### src/rtl/core/sah_pkg.sv
package sah_pkg;

  localparam int unsigned BUFFER_BYTES_DEF   = 65536;
  localparam int unsigned HEADER_BYTES_DEF   = 16;
  localparam int unsigned MAX_ALIGN_LOG2_DEF = 12;

  localparam int OFFSET_W = 17;
  localparam int SIZE_W   = 17;
  localparam int ALIGN_W  = 4;
  localparam int FREE_W   = 16;
  localparam int ACTION_W = 2;
  localparam int PAD_W    = 13;
  localparam int CALC_W   = 20;
  localparam int HDR_W    = PAD_W + OFFSET_W;
  localparam int BASE_W   = 32;
  localparam int DATA_W   = 32;
  localparam int ADDR_W   = 3;

  localparam logic [ACTION_W-1:0] ACT_ALLOC    = 2'd0;
  localparam logic [ACTION_W-1:0] ACT_FREE     = 2'd1;
  localparam logic [ACTION_W-1:0] ACT_FREE_ALL = 2'd2;

  localparam logic REG_BUFFER_BASE   = 1'b0;
  localparam logic REG_BUFFER_LENGTH = 1'b1;

  typedef enum logic [1:0] {
    ST_OK            = 2'd0,
    ST_OUT_OF_SPACE  = 2'd1,
    ST_OUT_OF_BOUNDS = 2'd2,
    ST_ALREADY_FREED = 2'd3
  } status_t;

  typedef enum logic {
    S_IDLE = 1'b0,
    S_EXEC = 1'b1
  } state_t;

endpackage

### src/rtl/core/sah_pad_calc.sv
module sah_pad_calc #(
  parameter int unsigned HEADER_BYTES   = sah_pkg::HEADER_BYTES_DEF,
  parameter int unsigned MAX_ALIGN_LOG2 = sah_pkg::MAX_ALIGN_LOG2_DEF
) (
  input  logic [sah_pkg::BASE_W-1:0]   base,
  input  logic [sah_pkg::OFFSET_W-1:0] top,
  input  logic [sah_pkg::ALIGN_W-1:0]  lg,
  output logic [sah_pkg::CALC_W-1:0]   pad
);
  import sah_pkg::*;

  localparam logic [ALIGN_W:0]   MAX_LG = (ALIGN_W + 1)'(MAX_ALIGN_LOG2);
  localparam logic [CALC_W-1:0]  HDR    = CALC_W'(HEADER_BYTES);

  logic [ALIGN_W-1:0] lg_sat;
  logic [FREE_W-1:0]  addr_low;
  logic [CALC_W-1:0]  align;
  logic [CALC_W-1:0]  modulo;
  logic [CALC_W-1:0]  pad0;
  logic [CALC_W-1:0]  need;
  logic [CALC_W-1:0]  extra;

  // Only the low address bits matter for alignment up to 2^15.
  always_comb begin
    lg_sat   = ({1'b0, lg} > MAX_LG) ? MAX_LG[ALIGN_W-1:0] : lg;
    addr_low = base[FREE_W-1:0] + top[FREE_W-1:0];
    align    = CALC_W'(1) << lg_sat;
    modulo   = {{(CALC_W - FREE_W){1'b0}}, addr_low} & (align - CALC_W'(1));
    pad0     = (modulo != '0) ? (align - modulo) : '0;
    need     = HDR - pad0;
    extra    = ((need + align - CALC_W'(1)) >> lg_sat) << lg_sat;
    pad      = (pad0 < HDR) ? (pad0 + extra) : pad0;
  end

endmodule

### config.mk
export PLATFORM = sky130hd
export DESIGN_NAME = sah_pad_calc
export DESIGN_NICKNAME = d
export VERILOG_FILES = /design/src/rtl/core/sah_pkg.sv /design/src/rtl/core/sah_pad_calc.sv
export SDC_FILE = /design/constraint.sdc
export NUM_CORES = 1
export LEC_CHECK = 0
export ABC_AREA = 1
export ABC_CLOCK_PERIOD_IN_PS = 14200
export BUFFER_PORTS_ARGS = -buffer_cell sky130_fd_sc_hd__buf_2
export CORE_MARGIN = 10
export CORE_UTILIZATION = 45
export DETAILED_ROUTE_END_ITERATION = 16
export PLACE_DENSITY_LB_ADDON = 0.05
export SETUP_SLACK_MARGIN = 0.3
export SYNTH_ARGS = -nofsm -noshare
export SYNTH_HDL_FRONTEND = slang
export SYNTH_SLANG_ARGS = --single-unit
export TNS_END_PERCENT = 100
### constraint.sdc
create_clock -name vclk -period 14.2
set_clock_uncertainty 0.05 [all_clocks]
set_input_delay 2.13 -clock vclk [all_inputs]
set_output_delay 2.13 -clock vclk [all_outputs]
set_load 0.005 [all_outputs]
[Word-level counts from Yosys, hierarchy flattened]
Index checks and enable logic that the tools add are counted.
Operators by class
  add/subtract/negate cells: 7
  multiply operators: 0
  div/mod/pow operators: 0
  order comparisons: 2
  equal/unequal tests: 0
  shift operators: 3
  mux-type cells: 3
  bitwise logic cells: 1
  reduce and logical (&&, ||, !) cells: 1
Operators with widths (number)
  20-bit adder: 2
  20-bit two-way mux: 2
  20-bit by 1-bit subtractor with 20-bit output, second input constant: 2
  16-bit by 20-bit bitwise AND with 20-bit output: 1
  20-bit by 5-bit < comparator with 1-bit output, second input constant: 1
  20-bit nonzero test: 1
  1-bit by 4-bit left shift with 20-bit output, first input constant: 1
  20-bit by 4-bit left shift with 20-bit output: 1
  20-bit by 4-bit right shift with 20-bit output: 1
  20-bit subtractor: 1
  5-bit by 20-bit subtractor with 20-bit output, first input constant: 1
  16-bit adder: 1
  4-bit > comparator, second input constant: 1
  4-bit two-way mux: 1
Storage, ports and cells
  register bits after elaboration: 0
  latch bits: 0
  RAM bits: 0
  memory bits (read-only): 0
  input bits: 53
  output and inout port bits: 20
  memories kept: 0

[Longest topological paths before layout]
  depth in word-level cells: 14
  mapped depth: 65
  gate-level depth less buffers: 64

[Least setup slack after synthesis]
Ideal clock, no wire load.
  kind: input-to-output
  from: in lg[2] (netlist name)
  to: out pad[19] (netlist name)
  arrival time: 9.075 ns
  required time: 12.020 ns
  setup slack: 2.945 ns
  stages: 60
  cells stage by stage: buf_6 nand2_4 nand2_4 clkbuf_1 buf_2 buf_1 nor2_1 inv_1 nor2_1 ha_1 inv_1 o21bai_1 nand3_1 nand3_2 nand2_1 a21oi_2 a21oi_2 inv_2 [24 not listed] nand2_1 nor2_1 ha_1 a21oi_1 inv_1 a31oi_1 o21ai_0 nand4_1 o211ai_1 a21oi_1 o21ai_0 a21oi_1 o21bai_1 nand2_1 a21oi_1 o21ai_0 nand2_1 o21ai_1
Between the ends
  word-level cells in the longest chain between the ends: 14
RTL lines
  start: declaration: RTL line sah_pad_calc.sv:7  | input logic [sah_pkg::ALIGN_W-1:0] lg,
  4-bit > comparator: RTL line sah_pad_calc.sv:25  | lg_sat = ({1'b0, lg} > MAX_LG) ? MAX_LG[ALIGN_W-1:0] : lg;
  4-bit two-way mux (*): RTL line sah_pad_calc.sv:25
  1-bit by 4-bit left shift with 20-bit output: RTL line sah_pad_calc.sv:27  | align = CALC_W'(1) << lg_sat;
  20-bit by 1-bit subtractor with 20-bit output: RTL line sah_pad_calc.sv:28  | modulo = {{(CALC_W - FREE_W){1'b0}}, addr_low} & (align - CALC_W'(1));
  16-bit by 20-bit bitwise AND with 20-bit output: RTL line sah_pad_calc.sv:28
  20-bit subtractor or 20-bit nonzero test (tied branches): RTL line sah_pad_calc.sv:29  | pad0 = (modulo != '0) ? (align - modulo) : '0;
  20-bit two-way mux: RTL line sah_pad_calc.sv:29
  5-bit by 20-bit subtractor with 20-bit output: RTL line sah_pad_calc.sv:30  | need = HDR - pad0;
  20-bit adder: RTL line sah_pad_calc.sv:31  | extra = ((need + align - CALC_W'(1)) >> lg_sat) << lg_sat;
  20-bit by 1-bit subtractor with 20-bit output: RTL line sah_pad_calc.sv:31
  20-bit by 4-bit right shift with 20-bit output: RTL line sah_pad_calc.sv:31
  20-bit by 4-bit left shift with 20-bit output: RTL line sah_pad_calc.sv:31
  20-bit adder: RTL line sah_pad_calc.sv:32  | pad = (pad0 < HDR) ? (pad0 + extra) : pad0;
  20-bit two-way mux (*): RTL line sah_pad_calc.sv:32
  end: declaration: RTL line sah_pad_calc.sv:8  | output logic [sah_pkg::CALC_W-1:0] pad
Mark *: on every way between the ends. The rest lies on a longest branch, timed or not.

[Worst setup path in the final report]
  from: in lg[2] (netlist name)
  to: out pad[18] (netlist name)
The elaborated chain is that of the path after synthesis.

==> impl_metrics.json <==
{
  "drt_first_pass_iters": 5,
  "synth_top_area_share_pct": 19.8,
  "grt-ovfl-total": 0,
  "grt_usage_pct": 19.3,
  "routed_via_density": 5.34,
  "ant_nets": 0,
  "period_share_pct": 91.9,
  "power_density_mw_per_mm2": 84.4,
  "rsz0062_at_grt": "no",
  "end_kind": "output port",
  "post-route-min-period_ns": 13.05,
  "post-route-drc-count": 0,
  "path_max_fanout": 25,
  "crit_cells": 59,
  "start_util_pct": 46.6,
  "yosys_warnings": 0,
  "area_growth_pct": 7.64,
  "syn-cell-area_sq_mm": 0.00541,
  "fin_nets": 1156,
  "die_x_um": 130,
  "status": "completed",
  "finalSetupTns_ns": 0,
  "path_delay_family": "simple AND/OR/NAND/NOR gates",
  "fp-row-count": 39,
  "grt_max_degree": 37,
  "worstMarginPinSlew_ns": 0.584,
  "antenna_found_initial": 0,
  "hpwl_mm": 14.0,
  "post-route-util_pct": 50.1,
  "pre_cts_slack_ns": 1.02,
  "setup_viol": 0,
  "num_vias": 6239,
  "grt_pass1_vias": 5530,
  "clockBufferCount": 0,
  "yosys-top-cells-count": "285 x nand2_1, 137 x nand3_1, 128 x inv_1",
  "wl_per_cell_um": 14.2,
  "yosysMostFrequentCell": "nand2_1",
  "cts_resized": 0,
  "post_cts_buffers": 0,
  "synthCells": 982,
  "n_sequential_cell": 0,
  "crit_type": "in -> out",
  "drive_gt1_share_pct": 14.3,
  "die_h_um": 130,
  "total_leakage_power_nw": 3.42,
  "yosys.cell_types.count": 46,
  "finalHoldViolCount": 0,
  "wl_met1_mm": 8.57,
  "endpoint": "pad[18]",
  "hold_path_class": "in -> out",
  "met3_length_um": 947,
  "io_buffers": 54,
  "ys_seq_area_share_pct": 0,
  "core_area_sq_mm": 0.0116,
  "postLayoutSetupSlackWorst_ns": 1.15,
  "ioPinCount": 73,
  "crit_arrival_ns": 10.87,
  "drtIter0Drc": 579,
  "top_layer_used": "met4",
  "crit_start": "lg[2]",
  "die-area_sq_mm": 0.0168,
  "maxSlewViolCount": 0,
  "num_antenna_cells": 0,
  "crit_path_max_incr_delay_ns": 0.35,
  "grt_pass1_wl_mm": 27.3,
  "required_ns": 12.02,
  "seq_area_sq_um": 0,
  "postSynthAreaPerCell_sq_um": 5.51,
  "crit_buf_inv": 6,
  "met2WireLength_mm": 6.99,
  "slowest_stage": "ha_1",
  "hold_buffers": 0,
  "gp_congestion": 0.922,
  "start_kind": "primary input",
  "synth_top_area_cell": "nand2_1",
  "wl_mm": 16.6,
  "crit_top_cell": "nand2_1",
  "irDropWorstVdd_v": 0.0000433,
  "slew_headroom_pct": 60.9,
  "cap_violations": 0,
  "fmax_mhz": 76.7,
  "synthTopCellsByArea": "nand2_1 20%, ha_1 17%, nand3_1 13%"
}
## per-layer routing
| metal | vias to the layer above | track usage (%) |
|---|---|---|
| met5 | - | 0 |
| met4 | 0 | 1.19 |
| met3 | 10 | 0.530 |
| met2 | 177 | 30.2 |
| met1 | 2745 | 29.6 |
| li1 | 3307 | - |
## power breakdown
group | switching, mW | internal (mW) | leakage, nW
Sequential | 0 | 0 | 0
Combinational | 0.313 | 0.178 | 3.42
Clock | 0 | 0 | 0
## kinds of logic (layout without fill, tap and decap cells)
| family | Yosys count | in the layout | synth area share, % |
|---|---|---|---|
| and+or+nand+nor | 565 | 565 | 48.7 |
| buffers and inverters | 169 | 208 | 12.6 |
| AOI/OAI and AO/OA | 138 | 138 | 15.2 |
| adders and majority gates | 76 | 76 | 18.1 |
| xor gates and xnor gates | 30 | 30 | 4.86 |
| other | 2 | 6 | 0.139 |
| muxes | 2 | 2 | 0.370 |
## area by class of cell
cell class                 count  area (sq um)
tap                          143           179
fill                        1336          5790
multi-input combinational    817          4760
inverter                     146           552
timing repair buffer          62           333
## worst min-delay path by stage
| stage | slack (ns) | to | cells after the start | start |
|---|---|---|---|---|
| after floorplan | 4.48 | pad[12] | 4 | lg[3] |
| after global placement | 4.80 | pad[0] | 5 | base[0] |
| after detailed placement | 4.79 | pad[0] | 5 | base[0] |
| after CTS | 4.80 | pad[0] | 5 | base[0] |
| after global routing | 4.85 | pad[12] | 6 | lg[3] |
| final | 4.80 | pad[0] | 5 | base[0] |
## metrics by stage
step | instance area, sq um | power [mW] | hold WS, ns | cells
after floorplan | 5420 | 0.379 | 4.48 | 986
final | 5820 | 0.491 | 4.80 | 1168
after CTS | 5800 | 0.486 | 4.80 | 1168
after global placement | 5800 | 0.482 | 4.80 | 1168
after detailed placement | 5800 | 0.484 | 4.79 | 1168
after global routing | 5820 | 0.561 | 4.85 | 1168
## cell usage in the layout, fill, tap and decap left out, drive strengths merged, types with 6 or more instances in the layout
master / instances
nand4: 14
nand3b: 6
a21oi: 57
xnor2: 13
nand3: 155
nor2: 76
nor3: 6
conb: 6
buf: 61
o21bai: 6
xor2: 17
inv: 144
nand2: 301
ha: 72
o21ai: 56
Power figures use the tool's default switching activity.
